--- src/hw/rtl/srsw_pkg.sv ---
// ----------------------------------------------------------------------------
// srsw_pkg
// Shared constants, codes and types of the selective-repeat sender window.
// ----------------------------------------------------------------------------
package srsw_pkg;

	localparam int MAX_FRAMES_DEF = 256;
	localparam int MAX_WINDOW_DEF = 8;

	localparam int TOTAL_W    = 9;
	localparam int WINDOW_W   = 4;
	localparam int CMD_W      = 2;
	localparam int SEQ_W      = 8;
	localparam int CFG_IDX_W  = 2;
	localparam int CFG_DATA_W = 9;

	localparam logic [TOTAL_W-1:0]  TOTAL_RESET  = 9'd8;
	localparam logic [WINDOW_W-1:0] WINDOW_RESET = 4'd4;

	localparam logic [CFG_IDX_W-1:0] REG_TOTAL  = 2'd0;
	localparam logic [CFG_IDX_W-1:0] REG_WINDOW = 2'd1;

	typedef enum logic [CMD_W-1:0] {
		CMD_START   = 2'd0,
		CMD_ACK     = 2'd1,
		CMD_NACK    = 2'd2,
		CMD_TIMEOUT = 2'd3
	} cmd_t;

	typedef enum logic [3:0] {
		ST_IDLE,
		ST_DISPATCH,
		ST_SLIDE_RD,
		ST_SLIDE_CHK,
		ST_SEND_INIT,
		ST_SEND,
		ST_SCAN_RD,
		ST_SCAN_CHK,
		ST_FLUSH
	} state_t;

	typedef struct packed {
		logic             frame_valid;
		logic [SEQ_W-1:0] frame_number;
		logic             parity_bit;
		logic             is_resend;
		logic             bad_number;
		logic             transfer_done;
		logic             last;
	} result_t;

	typedef struct packed {
		logic load;
		logic step;
		logic count;
	} cur_ctl_t;

endpackage

--- src/hw/rtl/srsw_if.sv ---
// ----------------------------------------------------------------------------
// srsw channel interfaces
// Event input, result output and register write channels, valid/ready.
// ----------------------------------------------------------------------------
interface srsw_evt_if;
	import srsw_pkg::*;

	logic                valid;
	logic                ready;
	logic [CMD_W-1:0]    command;
	logic [SEQ_W-1:0]    seq_number;

	modport source (output valid, output command, output seq_number, input ready);
	modport sink (input valid, input command, input seq_number, output ready);
endinterface

interface srsw_res_if;
	import srsw_pkg::*;

	logic             valid;
	logic             ready;
	logic             frame_valid;
	logic [SEQ_W-1:0] frame_number;
	logic             parity_bit;
	logic             is_resend;
	logic             bad_number;
	logic             transfer_done;
	logic             last;

	modport source (
		output valid, output frame_valid, output frame_number, output parity_bit,
		output is_resend, output bad_number, output transfer_done, output last,
		input ready
	);
	modport sink (
		input valid, input frame_valid, input frame_number, input parity_bit,
		input is_resend, input bad_number, input transfer_done, input last,
		output ready
	);
endinterface

interface srsw_cfg_if;
	import srsw_pkg::*;

	logic                  valid;
	logic                  ready;
	logic [CFG_IDX_W-1:0]  index;
	logic [CFG_DATA_W-1:0] data;

	modport source (output valid, output index, output data, input ready);
	modport sink (input valid, input index, input data, output ready);
endinterface

--- src/hw/rtl/srsw_ack_ram.sv ---
// ----------------------------------------------------------------------------
// srsw_ack_ram
// Acked bitmap, one bit per frame; one write and one registered read port.
// ----------------------------------------------------------------------------
module srsw_ack_ram #(
	parameter int MAX_FRAMES = srsw_pkg::MAX_FRAMES_DEF
) (
	input  logic                          clk,
	input  logic                          wr_en,
	input  logic [$clog2(MAX_FRAMES)-1:0] wr_addr,
	input  logic                          wr_data,
	input  logic                          rd_en,
	input  logic [$clog2(MAX_FRAMES)-1:0] rd_addr,
	output logic                          rd_data
);
	logic mem [0:MAX_FRAMES-1];
	logic rd_data_q;

	always_ff @(posedge clk) begin
		if (wr_en) begin
			mem[wr_addr] <= wr_data;
		end
	end

	always_ff @(posedge clk) begin
		if (rd_en) begin
			rd_data_q <= mem[rd_addr];
		end
	end

	assign rd_data = rd_data_q;
endmodule

--- src/hw/rtl/srsw_cursor.sv ---
// ----------------------------------------------------------------------------
// srsw_cursor
// Shared frame cursor: increment, compare against bound, count emitted frames.
// ----------------------------------------------------------------------------
module srsw_cursor #(
	parameter int MAX_FRAMES = srsw_pkg::MAX_FRAMES_DEF,
	parameter int MAX_WINDOW = srsw_pkg::MAX_WINDOW_DEF
) (
	input  logic                            clk,
	input  logic                            arst_n,
	input  srsw_pkg::cur_ctl_t              ctl,
	input  logic [$clog2(MAX_FRAMES+1)-1:0] cur_load,
	input  logic [$clog2(MAX_FRAMES+1)-1:0] bound_load,
	output logic [$clog2(MAX_FRAMES+1)-1:0] cur,
	output logic [$clog2(MAX_FRAMES+1)-1:0] cur_inc,
	output logic                            more,
	output logic                            room
);
	import srsw_pkg::*;

	localparam int CW = $clog2(MAX_FRAMES + 1);
	localparam int KW = $clog2(MAX_WINDOW + 1);

	logic [CW-1:0] cur_q;
	logic [CW-1:0] bound_q;
	logic [KW-1:0] cnt_q;

	always_ff @(posedge clk or negedge arst_n) begin
		if (!arst_n) begin
			cur_q   <= '0;
			bound_q <= '0;
			cnt_q   <= '0;
		end else if (ctl.load) begin
			cur_q   <= cur_load;
			bound_q <= bound_load;
			cnt_q   <= '0;
		end else if (ctl.step) begin
			cur_q <= cur_inc;
			if (ctl.count) begin
				cnt_q <= KW'(cnt_q + KW'(1));
			end
		end
	end

	assign cur     = cur_q;
	assign cur_inc = CW'(cur_q + CW'(1));
	assign more    = cur_q < bound_q;
	assign room    = cnt_q < KW'(MAX_WINDOW);
endmodule

--- src/hw/rtl/srsw_ctrl.sv ---
// ----------------------------------------------------------------------------
// srsw_ctrl
// Window state and event sequencer; holds one result back to tag the last.
// ----------------------------------------------------------------------------
module srsw_ctrl #(
	parameter int MAX_FRAMES = srsw_pkg::MAX_FRAMES_DEF,
	parameter int MAX_WINDOW = srsw_pkg::MAX_WINDOW_DEF
) (
	input  logic                            clk,
	input  logic                            arst_n,
	input  logic [srsw_pkg::TOTAL_W-1:0]    frame_total,
	input  logic [srsw_pkg::WINDOW_W-1:0]   window_len,
	srsw_evt_if.sink                        evt,
	output logic                            res_push,
	output srsw_pkg::result_t               res_data,
	input  logic                            res_free,
	output srsw_pkg::cur_ctl_t              cur_ctl,
	output logic [$clog2(MAX_FRAMES+1)-1:0] cur_load,
	output logic [$clog2(MAX_FRAMES+1)-1:0] bound_load,
	input  logic [$clog2(MAX_FRAMES+1)-1:0] cur,
	input  logic [$clog2(MAX_FRAMES+1)-1:0] cur_inc,
	input  logic                            more,
	input  logic                            room,
	output logic                            ram_wr_en,
	output logic [$clog2(MAX_FRAMES)-1:0]   ram_wr_addr,
	output logic                            ram_wr_data,
	output logic                            ram_rd_en,
	output logic [$clog2(MAX_FRAMES)-1:0]   ram_rd_addr,
	input  logic                            ram_rd_data
);
	import srsw_pkg::*;

	localparam int CW  = $clog2(MAX_FRAMES + 1);
	localparam int AW  = $clog2(MAX_FRAMES);
	localparam int EW  = (CW > TOTAL_W) ? CW : TOTAL_W;
	localparam int MWW = $clog2(MAX_WINDOW + 1);
	localparam int VW  = (MWW > WINDOW_W) ? MWW : WINDOW_W;
	localparam int LW  = $clog2(MAX_FRAMES + MAX_WINDOW + 1);

	state_t          state_q, state_d;
	cmd_t            cmd_q;
	logic [SEQ_W-1:0] n_q;
	logic            bad_q;
	logic [CW-1:0]   base_q;
	logic [CW-1:0]   next_q;
	result_t         pend_q;
	logic            pend_v_q;

	logic [EW-1:0]   tot_raw_e, tot_e, n_e;
	logic [CW-1:0]   tot_c, slide_bound, send_bound;
	logic [VW-1:0]   ws_e, win_e;
	logic [LW-1:0]   limit_l, tot_l;
	logic            bad, early, done;
	logic            gen, stall, flush, base_set, next_set, nack_load, bad_set;
	result_t         gen_res, status;

	function automatic result_t mk_frame(input logic [CW-1:0] f, input logic resend);
		result_t       r;
		logic [EW-1:0] fe;
		fe             = EW'(f);
		r              = '0;
		r.frame_valid  = 1'b1;
		r.frame_number = fe[SEQ_W-1:0];
		r.parity_bit   = fe[0];
		r.is_resend    = resend;
		return r;
	endfunction

	// effective total and window
	assign tot_raw_e = EW'(frame_total);
	assign tot_e     = (tot_raw_e > EW'(MAX_FRAMES)) ? EW'(MAX_FRAMES) : tot_raw_e;
	assign tot_c     = tot_e[CW-1:0];
	assign ws_e      = VW'(window_len);
	assign win_e     = (ws_e == '0) ? VW'(1) :
	                   ((ws_e > VW'(MAX_WINDOW)) ? VW'(MAX_WINDOW) : ws_e);
	assign limit_l   = LW'(base_q) + LW'(win_e);
	assign tot_l     = LW'(tot_c);
	assign send_bound  = (limit_l < tot_l) ? limit_l[CW-1:0] : tot_c;
	assign slide_bound = (next_q < tot_c) ? next_q : tot_c;

	assign n_e   = EW'(n_q);
	assign bad   = n_e >= tot_e;
	assign early = n_e >= EW'(next_q);
	assign done  = EW'(base_q) >= tot_e;
	assign stall = pend_v_q && !res_free;

	assign evt.ready = (state_q == ST_IDLE);

	always_comb begin
		status            = '0;
		status.bad_number = bad_q;
	end

	always_ff @(posedge clk or negedge arst_n) begin
		if (!arst_n) begin
			state_q <= ST_IDLE;
		end else begin
			state_q <= state_d;
		end
	end

	always_comb begin
		state_d     = state_q;
		cur_ctl     = '0;
		cur_load    = base_q;
		bound_load  = next_q;
		ram_wr_en   = 1'b0;
		ram_wr_addr = n_e[AW-1:0];
		ram_wr_data = 1'b1;
		ram_rd_en   = 1'b0;
		ram_rd_addr = cur[AW-1:0];
		gen         = 1'b0;
		gen_res     = mk_frame(cur, 1'b0);
		flush       = 1'b0;
		base_set    = 1'b0;
		next_set    = 1'b0;
		nack_load   = 1'b0;
		bad_set     = 1'b0;
		unique case (state_q)
			ST_IDLE: begin
				if (evt.valid) begin
					state_d = ST_DISPATCH;
				end
			end
			ST_DISPATCH: begin
				unique case (cmd_q)
					CMD_START: begin
						state_d = ST_SEND_INIT;
					end
					CMD_ACK, CMD_NACK: begin
						if (bad) begin
							bad_set = 1'b1;
							state_d = ST_FLUSH;
						end else if (early) begin
							state_d = ST_FLUSH;
						end else if (cmd_q == CMD_ACK) begin
							ram_wr_en   = 1'b1;
							cur_ctl.load = 1'b1;
							bound_load  = slide_bound;
							state_d     = ST_SLIDE_RD;
						end else begin
							nack_load = 1'b1;
							state_d   = ST_FLUSH;
						end
					end
					CMD_TIMEOUT: begin
						cur_ctl.load = 1'b1;
						state_d      = ST_SCAN_RD;
					end
				endcase
			end
			ST_SLIDE_RD: begin
				if (more) begin
					ram_rd_en = 1'b1;
					state_d   = ST_SLIDE_CHK;
				end else begin
					base_set = 1'b1;
					state_d  = ST_SEND_INIT;
				end
			end
			ST_SLIDE_CHK: begin
				if (ram_rd_data) begin
					cur_ctl.step = 1'b1;
					state_d      = ST_SLIDE_RD;
				end else begin
					base_set = 1'b1;
					state_d  = ST_SEND_INIT;
				end
			end
			ST_SEND_INIT: begin
				cur_ctl.load = 1'b1;
				cur_load     = next_q;
				bound_load   = send_bound;
				state_d      = ST_SEND;
			end
			ST_SEND: begin
				if (more && room) begin
					gen = 1'b1;
					if (!stall) begin
						// fresh frame: its acked bit starts cleared
						ram_wr_en     = 1'b1;
						ram_wr_addr   = cur[AW-1:0];
						ram_wr_data   = 1'b0;
						cur_ctl.step  = 1'b1;
						cur_ctl.count = 1'b1;
						next_set      = 1'b1;
					end
				end else begin
					state_d = ST_FLUSH;
				end
			end
			ST_SCAN_RD: begin
				if (more && room) begin
					ram_rd_en = 1'b1;
					state_d   = ST_SCAN_CHK;
				end else begin
					state_d = ST_FLUSH;
				end
			end
			ST_SCAN_CHK: begin
				if (!ram_rd_data) begin
					gen     = 1'b1;
					gen_res = mk_frame(cur, 1'b1);
					if (!stall) begin
						cur_ctl.step  = 1'b1;
						cur_ctl.count = 1'b1;
						state_d       = ST_SCAN_RD;
					end
				end else begin
					cur_ctl.step = 1'b1;
					state_d      = ST_SCAN_RD;
				end
			end
			ST_FLUSH: begin
				flush = 1'b1;
				if (res_free) begin
					state_d = ST_IDLE;
				end
			end
			default: begin
				state_d = ST_IDLE;
			end
		endcase
	end

	always_comb begin
		res_push = (gen && pend_v_q && res_free) || (flush && res_free);
		if (flush) begin
			res_data = pend_v_q ? pend_q : status;
		end else begin
			res_data = pend_q;
		end
		res_data.last          = flush;
		res_data.transfer_done = done;
	end

	always_ff @(posedge clk or negedge arst_n) begin
		if (!arst_n) begin
			base_q   <= '0;
			next_q   <= '0;
			bad_q    <= 1'b0;
			pend_v_q <= 1'b0;
		end else begin
			if (state_q == ST_IDLE) begin
				bad_q <= 1'b0;
			end else if (bad_set) begin
				bad_q <= 1'b1;
			end
			if (base_set) begin
				base_q <= cur;
			end
			if (next_set) begin
				next_q <= cur_inc;
			end
			if (nack_load || (gen && !stall)) begin
				pend_v_q <= 1'b1;
			end else if (flush && res_free) begin
				pend_v_q <= 1'b0;
			end
		end
	end

	always_ff @(posedge clk) begin
		if (state_q == ST_IDLE && evt.valid) begin
			cmd_q <= cmd_t'(evt.command);
			n_q   <= evt.seq_number;
		end
		if (nack_load) begin
			pend_q <= mk_frame(n_e[CW-1:0], 1'b1);
		end else if (gen && !stall) begin
			pend_q <= gen_res;
		end
	end
endmodule

--- src/hw/rtl/selective_repeat_sender_window_unit.sv ---
// ----------------------------------------------------------------------------
// selective_repeat_sender_window_unit
// Sender side of a selective-repeat ARQ window: start, ack, nack, timeout.
//
//   channel  dir  handshake     transaction
//   evt      in   valid/ready   command, seq_number
//   res      out  valid/ready   one frame or status result, last on the final
//   cfg      in   valid/ready   index 0 frame total, index 1 window length
//
// evt.ready stays low from acceptance until the event is finished: bad, early or
// nack flush one result; start sends the new frames the window allows; timeout
// rescans outstanding frames and resends unacked ones; ack slides the base past
// acked frames, then sends new ones, all through the shared frame cursor and the single read port of the acked bitmap.
// A held result stalls the sequencer until res.ready frees the output slot.
// After reset the bitmap is not swept; each bit is cleared as its frame is sent.
// ----------------------------------------------------------------------------
module selective_repeat_sender_window_unit #(
	parameter int MAX_FRAMES = srsw_pkg::MAX_FRAMES_DEF,
	parameter int MAX_WINDOW = srsw_pkg::MAX_WINDOW_DEF
) (
	input  logic        clk,
	input  logic        arst_n,
	srsw_evt_if.sink    evt,
	srsw_res_if.source  res,
	srsw_cfg_if.sink    cfg
);
	import srsw_pkg::*;

	localparam int CW = $clog2(MAX_FRAMES + 1);
	localparam int AW = $clog2(MAX_FRAMES);

	logic [TOTAL_W-1:0]  total_q;
	logic [WINDOW_W-1:0] window_q;
	result_t             res_q;
	logic                res_v_q;
	logic                res_free;
	logic                res_push;
	result_t             res_data;
	cur_ctl_t            cur_ctl;
	logic [CW-1:0]       cur_load, bound_load, cur, cur_inc;
	logic                more, room;
	logic                ram_wr_en, ram_wr_data, ram_rd_en, ram_rd_data;
	logic [AW-1:0]       ram_wr_addr, ram_rd_addr;

	assign cfg.ready = 1'b1;

	always_ff @(posedge clk or negedge arst_n) begin
		if (!arst_n) begin
			total_q  <= TOTAL_RESET;
			window_q <= WINDOW_RESET;
		end else if (cfg.valid) begin
			unique case (cfg.index)
				REG_TOTAL:  total_q  <= cfg.data[TOTAL_W-1:0];
				REG_WINDOW: window_q <= cfg.data[WINDOW_W-1:0];
				default: ;
			endcase
		end
	end

	assign res_free = !res_v_q || res.ready;

	always_ff @(posedge clk or negedge arst_n) begin
		if (!arst_n) begin
			res_v_q <= 1'b0;
		end else if (res_push) begin
			res_v_q <= 1'b1;
		end else if (res.ready) begin
			res_v_q <= 1'b0;
		end
	end

	always_ff @(posedge clk) begin
		if (res_push) begin
			res_q <= res_data;
		end
	end

	assign res.valid         = res_v_q;
	assign res.frame_valid   = res_q.frame_valid;
	assign res.frame_number  = res_q.frame_number;
	assign res.parity_bit    = res_q.parity_bit;
	assign res.is_resend     = res_q.is_resend;
	assign res.bad_number    = res_q.bad_number;
	assign res.transfer_done = res_q.transfer_done;
	assign res.last          = res_q.last;

	srsw_ctrl #(
		.MAX_FRAMES (MAX_FRAMES),
		.MAX_WINDOW (MAX_WINDOW)
	) u_ctrl (
		.clk          (clk),
		.arst_n       (arst_n),
		.frame_total  (total_q),
		.window_len   (window_q),
		.evt          (evt),
		.res_push     (res_push),
		.res_data     (res_data),
		.res_free     (res_free),
		.cur_ctl      (cur_ctl),
		.cur_load     (cur_load),
		.bound_load   (bound_load),
		.cur          (cur),
		.cur_inc      (cur_inc),
		.more         (more),
		.room         (room),
		.ram_wr_en    (ram_wr_en),
		.ram_wr_addr  (ram_wr_addr),
		.ram_wr_data  (ram_wr_data),
		.ram_rd_en    (ram_rd_en),
		.ram_rd_addr  (ram_rd_addr),
		.ram_rd_data  (ram_rd_data)
	);

	srsw_cursor #(
		.MAX_FRAMES (MAX_FRAMES),
		.MAX_WINDOW (MAX_WINDOW)
	) u_cursor (
		.clk        (clk),
		.arst_n     (arst_n),
		.ctl        (cur_ctl),
		.cur_load   (cur_load),
		.bound_load (bound_load),
		.cur        (cur),
		.cur_inc    (cur_inc),
		.more       (more),
		.room       (room)
	);

	srsw_ack_ram #(
		.MAX_FRAMES (MAX_FRAMES)
	) u_ack_ram (
		.clk     (clk),
		.wr_en   (ram_wr_en),
		.wr_addr (ram_wr_addr),
		.wr_data (ram_wr_data),
		.rd_en   (ram_rd_en),
		.rd_addr (ram_rd_addr),
		.rd_data (ram_rd_data)
	);
endmodule

--- src/flat_wrapper.sv ---
// flat-port wrapper written by rule: the top's interface ports become plain ports
module selective_repeat_sender_window_unit_flat import srsw_pkg::*;
#(
	parameter int MAX_FRAMES = srsw_pkg::MAX_FRAMES_DEF,
	parameter int MAX_WINDOW = srsw_pkg::MAX_WINDOW_DEF
)
  (clk, arst_n, evt_valid, evt_command, evt_seq_number, evt_ready, res_valid, res_frame_valid, res_frame_number, res_parity_bit, res_is_resend, res_bad_number, res_transfer_done, res_last, res_ready, cfg_valid, cfg_index, cfg_data, cfg_ready);
  srsw_evt_if evt_i ();
  srsw_res_if res_i ();
  srsw_cfg_if cfg_i ();
  input  logic clk;
  input  logic arst_n;
  input wire logic [$bits(evt_i.valid)-1:0] evt_valid;
  input wire logic [$bits(evt_i.command)-1:0] evt_command;
  input wire logic [$bits(evt_i.seq_number)-1:0] evt_seq_number;
  output wire logic [$bits(evt_i.ready)-1:0] evt_ready;
  output wire logic [$bits(res_i.valid)-1:0] res_valid;
  output wire logic [$bits(res_i.frame_valid)-1:0] res_frame_valid;
  output wire logic [$bits(res_i.frame_number)-1:0] res_frame_number;
  output wire logic [$bits(res_i.parity_bit)-1:0] res_parity_bit;
  output wire logic [$bits(res_i.is_resend)-1:0] res_is_resend;
  output wire logic [$bits(res_i.bad_number)-1:0] res_bad_number;
  output wire logic [$bits(res_i.transfer_done)-1:0] res_transfer_done;
  output wire logic [$bits(res_i.last)-1:0] res_last;
  input wire logic [$bits(res_i.ready)-1:0] res_ready;
  input wire logic [$bits(cfg_i.valid)-1:0] cfg_valid;
  input wire logic [$bits(cfg_i.index)-1:0] cfg_index;
  input wire logic [$bits(cfg_i.data)-1:0] cfg_data;
  output wire logic [$bits(cfg_i.ready)-1:0] cfg_ready;
  assign evt_i.valid = evt_valid;
  assign evt_i.command = evt_command;
  assign evt_i.seq_number = evt_seq_number;
  assign evt_ready = evt_i.ready;
  assign res_valid = res_i.valid;
  assign res_frame_valid = res_i.frame_valid;
  assign res_frame_number = res_i.frame_number;
  assign res_parity_bit = res_i.parity_bit;
  assign res_is_resend = res_i.is_resend;
  assign res_bad_number = res_i.bad_number;
  assign res_transfer_done = res_i.transfer_done;
  assign res_last = res_i.last;
  assign res_i.ready = res_ready;
  assign cfg_i.valid = cfg_valid;
  assign cfg_i.index = cfg_index;
  assign cfg_i.data = cfg_data;
  assign cfg_ready = cfg_i.ready;
  selective_repeat_sender_window_unit #(.MAX_FRAMES(MAX_FRAMES), .MAX_WINDOW(MAX_WINDOW)) u_core (.clk(clk), .arst_n(arst_n), .evt(evt_i), .res(res_i), .cfg(cfg_i));
endmodule
--- config.mk ---
export PLATFORM = sky130hd
export DESIGN_NAME = selective_repeat_sender_window_unit_flat
export DESIGN_NICKNAME = d
export VERILOG_FILES = /design/src/hw/rtl/srsw_pkg.sv /design/src/hw/rtl/srsw_if.sv /design/src/hw/rtl/srsw_ack_ram.sv /design/src/hw/rtl/srsw_cursor.sv /design/src/hw/rtl/srsw_ctrl.sv /design/src/hw/rtl/selective_repeat_sender_window_unit.sv /design/src/flat_wrapper.sv
export SDC_FILE = /design/constraint.sdc
export NUM_CORES = 1
export LEC_CHECK = 0
export ABC_CLOCK_PERIOD_IN_PS = 6100
export BUFFER_PORTS_ARGS = -buffer_cell sky130_fd_sc_hd__buf_2
export CORE_ASPECT_RATIO = 2
export CORE_UTILIZATION = 31
export CTS_BUF_LIST = sky130_fd_sc_hd__clkbuf_2
export CTS_CLUSTER_SIZE = 30
export DETAILED_ROUTE_END_ITERATION = 16
export GPL_TIMING_DRIVEN = 0
export PLACE_DENSITY_LB_ADDON = 0.1
export REMOVE_ABC_BUFFERS = 1
export SYNTH_ARGS = -nofsm -noshare
export SYNTH_HDL_FRONTEND = slang
export SYNTH_SLANG_ARGS = --single-unit
--- constraint.sdc ---
create_clock -name clk -period 6.1 [get_ports clk]
set_input_delay 0.61 -clock clk [delete_from_list [all_inputs] [get_ports clk]]
set_output_delay 0.61 -clock clk [all_outputs]
set_load 0.02 [all_outputs]
==> impl_metrics.tcl, run 1 <==
set metrics [dict create \
    hold_viol 0 \
    slew_headroom_pct 8.635 \
    syn_inst 1400 \
    num_vias 11950 \
    die_w_um 171.8 \
    cts.clk_slew.worst_paths_ns 0.15 \
    min_period_ns 5.649 \
    io_pins 43 \
    placed_cell_area_um2 19100 \
    numCtsBuffers 83 \
    ctsHoldBuffers 30 \
    synthAdderAreaFrac_pct 4.174 \
    min_path_type "in2reg" \
    crit_fanout 187 \
    core-area_um2 57090 \
    yosysWarningCount 0 \
    endpoint_kind "flip-flop" \
    cp_data_required_time_ns 6.75 \
    ys_ff_latch 349 \
    postRouteWirelength_mm 53.44 \
    status "complete, no violations" \
    synth-simple-area-share_pct 15.05 \
    regToRegSetupSlack_ns 0.45 \
    htreeDepth 3 \
    drtPass1Iterations 5 \
    synthXorXnorAreaFrac_pct 1.176 \
    max_cap_viol_count 0 \
    path_class "reg2reg" \
    async_reset_ff_share_pct 17.19 \
    layout-drive-gt1-share_pct 22.50 \
    first_global_vias 12670 \
    arrival_ns 6.30 \
    clk_latency_ns 1.05 \
    final_util_pct 35.34 \
    p_leak_nw 6.562 \
    final_cell_area_um2 20180 \
    fin_nets 1550 \
    place.gp.congestion 0.7877 \
    post_drt_wl_per_cell_um 23.38 \
    dp.final_hpwl_mm 35.17 \
    synth_top_family_by_area "simple AND/OR/NAND/NOR gates" \
    rows 124 \
    fin_crit_sh_pct 92.60 \
    rsz0062_at_grt "no" \
    first_iter_violations 737 \
    final.setup.tns_ns 0 \
    layout_common_cells "edfxtp_1 (288), nor3_1 (267), clkbuf_2 (126), ha_1 (58), mux4_2 (56)" \
    antenna_found_initial 1 \
    drc_errors 0 \
    antenna_left 0 \
    cts_resized 0 \
    start_util_pct 31.29 \
    setup_viol 0 \
    synth_cell_types 69 \
    grt_usage_pct 18.79 \
    clock_skew_ns 0.1052 \
    grt_max_degree 188 \
    pwr_density_cell_nw_per_um2 430.3 \
    total_power_mw 8.684 \
    start_kind "flip-flop" \
    clock_sinks 349 \
    worst-slew-pin-transition_ns 1.368 \
    clock.fmax_mhz 177.0 \
    seq_area_frac_synth_pct 56.93 \
    area_growth_pct 12.94 \
    cts_max_path_buffers 3 \
    synth_compound_area_share_pct 8.081 \
    fillerInstances 5731 \
    fp.dieH_um 341.5 \
    io_buffer_count 41 \
    vdd_ir_drop_max_mv 0.2423 \
    cts_tree "yes" \
    cts_setup_buffers 0 \
    viasPerCell 5.225 \
    netlist_area_um2 17870 \
    ys.flop_type "edfxtp_1" \
    slew_viol_final 0 \
    grt.overflow.total 0 \
    synth_edf_count 288 \
    muxShareOfSynthArea_pct 10.16 \
    grt_first_pass_wirelength_mm 80.19 \
    mostFrequentLayoutCell "edfxtp_1" \
    die_area_um2 58660 \
    syn_area_per_cell_um2 12.76 \
    clock-root-buffer "clkbuf_2" \
]
through the flow:
stage                     hold slack (ns)  instances  setup WS, ns
after floorplan                    0.3144       1280        -1.230
after global placement             0.4780       2077        -7.078
after detailed placement           0.4799       2106        0.3906
after CTS                        0.001273       2285        0.3328
after global routing              0.06438       2286       0.06411
final                              0.1208       2286        0.4514
state kept, by name (all words and copies together) (netlist names), 2 cells and up:
signal                   count
u_core.u_ctrl.cmd_q          2
u_core.u_ctrl.state_q        4
u_core.u_ctrl.n_q            8
u_core.res.frame_number      8
u_core.u_ctrl.pend_q         9
u_core.u_cursor.cnt_q        4
u_core.u_ctrl.base_q         9
u_core.window_q              4
u_core.total_q               9
u_core.u_cursor.bound_q      9
u_core.u_ack_ram.mem       256
u_core.u_cursor.cur          9
u_core.u_ctrl.next_q         9
routing by layer:
layer / global-route usage [%] / vias to the layer above / part of all wire (%) / wire length (um)
met5: 0 / - / 0 / 0
met4: 9.237 / 0 / 4.0 / 2147
met3: 2.776 / 107 / 2.9 / 1550
met2: 36.56 / 224 / 57 / 30250
met1: 18.91 / 6069 / 36 / 19490
li1: - / 5545 / - / -
worst max-delay path, cell delays in order (launching register included):
cell,delay [ns]
dfrtp_1,1.23
ha_1,0.41
nor2_1,0.22
nor3_1,0.08
a211o_2,0.48
nor2_8,0.80
inv_8,0.38
buf_16,0.36
nor3b_2,0.34
a21oi_4,0.18
buf_16,0.27
buf_12,0.18
nor3_1,0.21
path summary, 6_finish.rpt:
| kind | startpoint | end | cells past startpoint |
|---|---|---|---|
| max | u_core.u_cursor.cur[3] | u_core.u_ack_ram.mem[49] | 12 |
| min | cfg_index[0] | u_core.total_q[4] | 4 |
| max reg2reg | u_core.u_cursor.cur[3] | u_core.u_ack_ram.mem[49] | 12 |
| min reg2reg | u_core.u_ctrl.bad_q | u_core.u_ctrl.bad_q | 2 |
| max in group asynchronous | arst_n | u_core.u_cursor.cur[8] | 4 |
| min in group asynchronous | arst_n | u_core.u_cursor.bound_q[4] | 4 |
Yosys cell counts, drive strengths merged (4+ instances only):
library cell | instances | area (um2)
edfxtp | 288 | 8648
nor3 | 280 | 1461
buf | 87 | 521.8
dfrtp | 58 | 1451
ha | 58 | 725.7
mux4 | 56 | 1261
nor2 | 47 | 192.7
a21oi | 46 | 252.7
nand2 | 46 | 172.7
o21ai | 38 | 193.9
inv | 37 | 141.4
nor2b | 36 | 225.2
clkbuf | 33 | 123.9
nand3 | 33 | 165.2
mux2 | 27 | 304.0
a31oi | 25 | 349.1
mux2i | 25 | 250.2
xnor2 | 20 | 175.2
nand2b | 17 | 106.4
a211oi | 13 | 97.59
o211ai | 12 | 90.09
o22ai | 11 | 68.82
a22o | 10 | 87.58
nor3b | 10 | 85.08
nor4 | 10 | 62.56
a22oi | 8 | 60.06
a21o | 7 | 52.55
and2 | 6 | 37.54
and3 | 5 | 31.28
nand4 | 5 | 31.28
a211o | 4 | 36.29
xor2 | 4 | 35.03
kinds of logic (layout without fill, tap and decap cells):
family	count (synthesis)	in the layout
AOI/OAI and AO/OA	192	192
xor gates and xnor gates	24	24
adders and majority gates	59	59
buffers and inverters	157	286
DFF	349	349
muxes	108	108
other	1	2
and+or+nand+nor	510	510
cell type report:
class | instances | area, um2 | area share, %
timing repair buffer | 100 | 1126 | 5.580
clock buffer | 126 | 630.6 | 3.125
multi-input combinational | 894 | 7004 | 34.71
tap | 756 | 945.9 | 4.687
sequential | 349 | 10180 | 50.45
inverter | 37 | 146.4 | 0.7254
clock inverter | 23 | 142.6 | 0.7068
antenna | 1 | 2.502 | 0.01240
power breakdown:
group / total (mW) / switching, mW / internal [mW]
combinational: 3.59 / 2.24 / 1.35
sequential: 3.48 / 0.491 / 2.99
clock: 1.62 / 0.986 / 0.631
total: 8.68 / 3.72 / 4.96
No activity file was read; power rests on OpenSTA's default activity.
==> inputs of run 2 (changes only) <==
--- a/config.mk
+++ b/config.mk
@@ -17,4 +17,5 @@
 export REMOVE_ABC_BUFFERS = 1
 export SYNTH_ARGS = -nofsm -noshare
 export SYNTH_HDL_FRONTEND = slang
+export SYNTH_HIERARCHICAL = 1
 export SYNTH_SLANG_ARGS = --single-unit
==> impl_metrics.tcl, run 2 <==
set metrics [dict create \
    grt_usage_pct 18.45 \
    die_area_um2 56420 \
    regArea_um2 10220 \
    layout_common_cells "nor2_1 (301), edfxtp_1 (289), clkbuf_2 (120), nand2_1 (82)" \
    fillerInstances 5443 \
    post-place-ws_ns -0.4543 \
    start_kind "flip-flop" \
    pwr_density_cell_nw_per_um2 340.1 \
    num_vias 11260 \
    syn_area_per_cell_um2 12.51 \
    async_reset_ff_share_pct 17.14 \
    yosysWarningCount 6 \
    violations "negative setup slack" \
    synthTopCellsByCount "nor2_1 (301), edfxtp_1 (289), nand2_1 (83)" \
    netlist_area_um2 17180 \
    start_util_pct 31.43 \
    critPathLaunch "u_core/u_cursor/cur[6]" \
    postRouteWirelength_mm 50.78 \
    viasPerCell 5.032 \
    setup_ws_ns -0.01316 \
    crit_fanout 109 \
    clk_latency_ns 0.96 \
    clock.fmax_mhz 163.6 \
    clock_sinks 350 \
    dp.final_hpwl_mm 32.45 \
    fin_nets 1528 \
    arrival_ns 6.71 \
    hold_ws_ns 0.1468 \
    crit_slowest_cell "dfrtp_1" \
    fp.dieH_um 334.9 \
    final_cell_area_um2 19020 \
    antenna_found_initial 3 \
    slew_viol_final 0 \
    cts_tree "yes" \
    largest_reg_flops 256 \
    synth.top_cell.area_share_pct 50.52 \
    mostFrequentLayoutCell "nor2_1" \
    htreeDepth 3 \
    multi_input_area_um2 6417 \
    synth_edf_count 289 \
    yosys.area.top_type "edfxtp_1" \
    layout-drive-gt1-share_pct 18.70 \
    seq_area_frac_synth_pct 59.39 \
    rsz0062_at_grt "yes" \
    grt_max_degree 158 \
    fin_crit_sh_pct 100.2 \
    status "complete, but fails checks" \
    p_leak_nw 6.448 \
    synthTopCellsByArea "edfxtp_1 (51%), dfrtp_1 (8.4%), nor2_1 (6.6%)" \
    clock_skew_ns 0.07851 \
    placed_cell_area_um2 18010 \
    clock-root-buffer "clkbuf_2" \
    grt.overflow.total 0 \
    first_iter_violations 784 \
    hold_viol 0 \
    rows 121 \
    post_drt_wl_per_cell_um 22.70 \
    timing.rr.end "u_core/u_ack_ram/mem[80]" \
    numCtsBuffers 82 \
    first_global_vias 11820 \
    die_w_um 168.5 \
    ys_ff_latch 350 \
    area_growth_pct 10.74 \
    cts_max_path_buffers 3 \
    r2r-start "u_core/u_cursor/cur[6]" \
    max_cap_viol_count 0 \
    min_period_ns 6.113 \
    synth.most_common_cell "nor2_1" \
    io_buffer_count 41 \
    cp_cell_sequence "ha_1 > and4_1 > o21ai_0 > o221ai_1 > a31oi_1 > nand4_1 > nor2b_2 > buf_8 > inv_8 > mux2_1 > nor3b_1 > nand2_1 > nor2_1" \
    endpoint_kind "flip-flop" \
    syn_inst 1373 \
    core-area_um2 54650 \
    cts.clk_slew.worst_paths_ns 0.15 \
    drtPass1Iterations 5 \
    setup_viol 5 \
    slowest_delay_ns 0.90 \
    worst-slew-pin-transition_ns 1.297 \
    reg2regPathDepth 13 \
    synth_cell_types 82 \
    endpoint "u_core/u_ack_ram/mem[80]" \
    min_path_type "in2reg" \
    top_register "u_core/u_ack_ram/mem" \
    slew_headroom_pct 13.52 \
    cp_data_required_time_ns 6.70 \
    antenna_left 0 \
    place.gp.congestion 0.8042 \
    grt_first_pass_wirelength_mm 74.60 \
    regToRegSetupSlack_ns -0.01 \
    vdd_ir_drop_max_mv 0.2012 \
    drc_errors 0 \
    io_pins 43 \
    path_class "reg2reg" \
    ys.flop_type "edfxtp_1" \
]
-- run 2: worst min-delay path by stage --
stage | end | start | cells after the start
final | u_core/total_q[5] | cfg_index[0] | 3
after global routing | u_core/total_q[2] | cfg_index[0] | 3
after CTS | u_core/total_q[2] | cfg_index[0] | 3
after detailed placement | u_core/res.valid | arst_n | 1
after global placement | u_core/u_ctrl/pend_q[3] | u_core/u_ctrl/pend_q[3] | 1
after floorplan | u_core/res.valid | arst_n | 0
-- run 2: worst max-delay path: cells and delay by family (launching register included) --
family	cells	cell delay, ns
adder cells (fa/ha/maj)	1	0.37
flip-flops	1	0.90
AO/OA/AOI/OAI	3	1.03
AND/OR/NAND/NOR	6	2.49
multiplexers	1	0.46
buffers and inverters	2	0.37
-- run 2: layer usage --
metal  GRT usage (%)  up-vias  share of wire (%)
met5               0        -              0.026
met4           9.691        2                4.3
met3           2.903      108                3.3
met2           37.72      299                 59
met1           16.88     5660                 34
li1                -     5188                  -
-- run 2: area by class of cell --
| type | count | area share, % |
|---|---|---|
| diodes | 2 | 0.02631 |
| clock buffers | 120 | 3.157 |
| clock inverters | 18 | 0.3683 |
| inverters | 35 | 0.7301 |
| multi-input cells | 898 | 33.73 |
| flip-flops and latches | 350 | 53.71 |
| well taps | 738 | 4.854 |
| repair buffers | 76 | 3.420 |
-- run 2: what timing repair did --
item / in CTS / in global routing
hold endpoints to repair: 86 / 0
buffers inserted: 1 / 0
gates resized for setup: 5 / 7
setup endpoints to repair: 254 / 73
hold buffers: 27 / 0
-- run 2: where the power goes --
| part | internal (mW) | switching [mW] |
|---|---|---|
| logic | 0.676 | 1.25 |
| clock network | 0.517 | 0.951 |
| registers | 2.89 | 0.180 |
-- run 2: kinds of logic (layout without fill, tap and decap cells) --
group / count (synthesis) / after routing / share of synthesized area [%]
buffers and inverters: 125 / 249 / 3.583
flip-flops: 350 / 350 / 59.39
XOR/XNOR: 23 / 23 / 1.173
AND/OR/NAND/NOR: 508 / 508 / 13.26
multiplexers: 133 / 133 / 11.25
AO/OA/AOI/OAI: 174 / 174 / 6.985
adder cells (fa/ha/maj): 59 / 59 / 4.341
other: 1 / 3 / 0.02183
-- run 2: through the flow --
step	cells	TNS (ns)	util [%]	total power, mW
global placement	2062	-2324.01	32.62	5.073
detailed placement	2069	-54.41	32.96	5.055
floorplan	1283	-132.31	-	4.313
CTS	2235	0	34.74	6.610
global route	2237	-2.428	34.81	6.848
finish	2237	-0.04986	34.81	6.471
==> inputs of run 3 (changes only) <==
--- a/config.mk
+++ b/config.mk
@@ -5,6 +5,7 @@
 export SDC_FILE = /design/constraint.sdc
 export NUM_CORES = 1
 export LEC_CHECK = 0
+export ABC_AREA = 1
 export ABC_CLOCK_PERIOD_IN_PS = 6100
 export BUFFER_PORTS_ARGS = -buffer_cell sky130_fd_sc_hd__buf_2
 export CORE_ASPECT_RATIO = 2
==> impl_metrics.tcl, run 3 <==
set metrics [dict create \
    grt.overflow.total 0 \
    synth.most_common_cell "nand2_1" \
    hold_viol 0 \
    num_vias 14430 \
    rsz0062_at_grt "yes" \
    antenna_left 0 \
    final.setup.tns_ns 0 \
    layout_common_cells "nand2_1 (527), nand3_1 (333), nor2_1 (322), edfxtp_1 (289), inv_1 (128)" \
    fillerInstances 6049 \
    clock.fmax_mhz 167.4 \
    postRouteWirelength_mm 59.15 \
    layout-drive-gt1-share_pct 11.48 \
    ys.flop_type "edfxtp_1" \
    clock-root-buffer "clkbuf_2" \
    min_path_type "in2reg" \
    syn_inst 2018 \
    yosysWarningCount 6 \
    slew_headroom_pct 19.40 \
    min_period_ns 5.972 \
    final_cell_area_um2 20370 \
    syn_area_per_cell_um2 9.008 \
    clock_sinks 350 \
    post_drt_wl_per_cell_um 20.16 \
    pwr_density_cell_nw_per_um2 341.7 \
    mostFrequentLayoutCell "nand2_1" \
    status "complete, no violations" \
    place.gp.congestion 0.8817 \
    numCtsBuffers 84 \
    hold_ws_ns 0.3079 \
    dp.final_hpwl_mm 37.34 \
    critPathLaunch "u_core/u_cursor/cur[2]" \
    synth_cell_types 51 \
    first_iter_violations 922 \
    async_reset_ff_share_pct 17.14 \
    netlist_area_um2 18180 \
    cp_data_required_time_ns 6.79 \
    arrival_ns 6.66 \
    max_cap_viol_count 0 \
    top_register "u_core/u_ack_ram/mem" \
    holdCritStartpoint "evt_seq_number[0]" \
    die_area_um2 59670 \
    p_leak_nw 7.846 \
    grt_first_pass_wirelength_mm 87.95 \
    r2r-start "u_core/u_cursor/cur[2]" \
    largest_reg_flops 256 \
    final_util_pct 35.11 \
    clock_skew_ns 0.06558 \
    clk_latency_ns 1.02 \
    cts.clk_slew.worst_paths_ns 0.12 \
    drc_errors 0 \
    synth.top_cell.area_share_pct 47.74 \
    htreeDepth 3 \
    viasPerCell 4.918 \
    synthTopCellsByArea "edfxtp_1 (48%), nand2_1 (11%), nand3_1 (9.3%)" \
    grt_usage_pct 19.96 \
    fin_nets 2193 \
    placed_cell_area_um2 18940 \
    fp.dieH_um 344.5 \
    seq_area_frac_synth_pct 56.12 \
    io_buffer_count 41 \
    ys_ff_latch 350 \
    slew_viol_final 0 \
    grt_max_degree 185 \
    synthTopCellsByCount "nand2_1 (530), nand3_1 (336), nor2_1 (322), edfxtp_1 (289), inv_1 (130)" \
    area_growth_pct 12.08 \
    drtPass1Iterations 5 \
    core-area_um2 58020 \
    start_util_pct 31.33 \
    path_class "reg2reg" \
    rows 125 \
    io_pins 43 \
    crit_fanout 76 \
    cts_tree "yes" \
    vdd_ir_drop_max_mv 0.1688 \
    first_global_vias 14670 \
    die_w_um 173.2 \
    worst-slew-pin-transition_ns 1.206 \
    start_kind "flip-flop" \
    antenna_found_initial 2 \
    setup_viol 0 \
    cts_max_path_buffers 3 \
    yosys.area.top_type "edfxtp_1" \
    synth_edf_count 289 \
    fin_crit_sh_pct 97.91 \
    endpoint_kind "flip-flop" \
]
==> run 3: cell families after synthesis <==
group	after synthesis	synth area share (%)
and+or+nand+nor	1240	29.05
DFF	350	56.12
buffers and inverters	248	6.711
AOI/OAI and AO/OA	110	3.435
adders and majority gates	59	4.102
xor gates and xnor gates	7	0.3786
muxes	3	0.1858
other	1	0.02063
==> run 3: final timing paths <==
| check | cells past startpoint | slack (ns) | endpoint |
|---|---|---|---|
| max | 19 | 0.13 | u_core/u_ack_ram/mem[42] |
| min | 2 | 0.31 | u_core/u_ctrl/n_q[0] |
| max reg2reg | 19 | 0.13 | u_core/u_ack_ram/mem[42] |
| min reg2reg | 2 | 0.48 | u_core/window_q[2] |
| max in group asynchronous | 4 | 4.77 | u_core/res.valid |
| min in group asynchronous | 4 | 0.64 | u_core/u_ctrl/state_q[0] |
==> run 3: layout make-up <==
type | count | area, um2 | area share (%)
clock buffers | 119 | 595.6 | 2.923
multi-input cells | 1421 | 6789 | 33.32
repair buffers | 113 | 1046 | 5.134
flip-flops and latches | 350 | 10210 | 50.13
diodes | 3 | 7.507 | 0.03685
well taps | 762 | 953.4 | 4.679
inverters | 138 | 548.0 | 2.690
clock inverters | 28 | 221.5 | 1.087
==> run 3: per-stage QoR <==
step,instances,worst slack (ns),total power [mW]
2_1_floorplan,1908,-2.434,4.433
3_3_place_gp,2711,-9.677,5.361
3_5_place_dp,2722,-0.3318,5.317
4_1_cts,2918,-0.2078,7.080
5_1_grt,2934,-0.2484,7.421
6_report,2934,0.1278,6.963
==> run 3: what timing repair did <==
| action | 4_1_cts | 5_1_grt |
|---|---|---|
| pin swaps | 1 | 8 |
| hold endpoints to repair | 87 | 0 |
| endpoints found under the setup margin | 142 | 239 |
| resized for setup | 3 | 5 |
| hold buffers | 47 | 0 |
| gates cloned | 0 | 1 |
| buffers inserted | 2 | 12 |
==> run 3: worst max-delay path, stage by stage (launching register included) <==
cell and delay (ns):
dfrtp_2 0.77, buf_12 0.28, ha_1 0.27, nand2_1 0.06, nand2_1 0.05, nand2_1 0.06, nand2_1 0.07, nand2_1 0.06
nand2_1 0.06, nor2_1 0.59, nand2_1 0.17, inv_1 0.11, nand2_1 0.27, nor2_4 0.53, inv_8 0.25, o21ai_1 0.56
nand2_1 0.11, nor2_1 0.31, nand2_1 0.71, nor2_1 0.35
==> run 3: where the power goes <==
part           total (mW)  switching (mW)  internal, mW
Sequential           2.96           0.128          2.83
Combinational        2.32            1.69         0.629
Clock                1.69           0.994         0.694
==> run 3: per-layer routing <==
layer  vias up  track usage, %  part of all wire, %
li1       6954               -                    -
met1      6962           19.05                   35
met2       359           39.72                   56
met3       155           2.601                  3.6
met4         0           12.57                  5.8
met5         -               0                    0
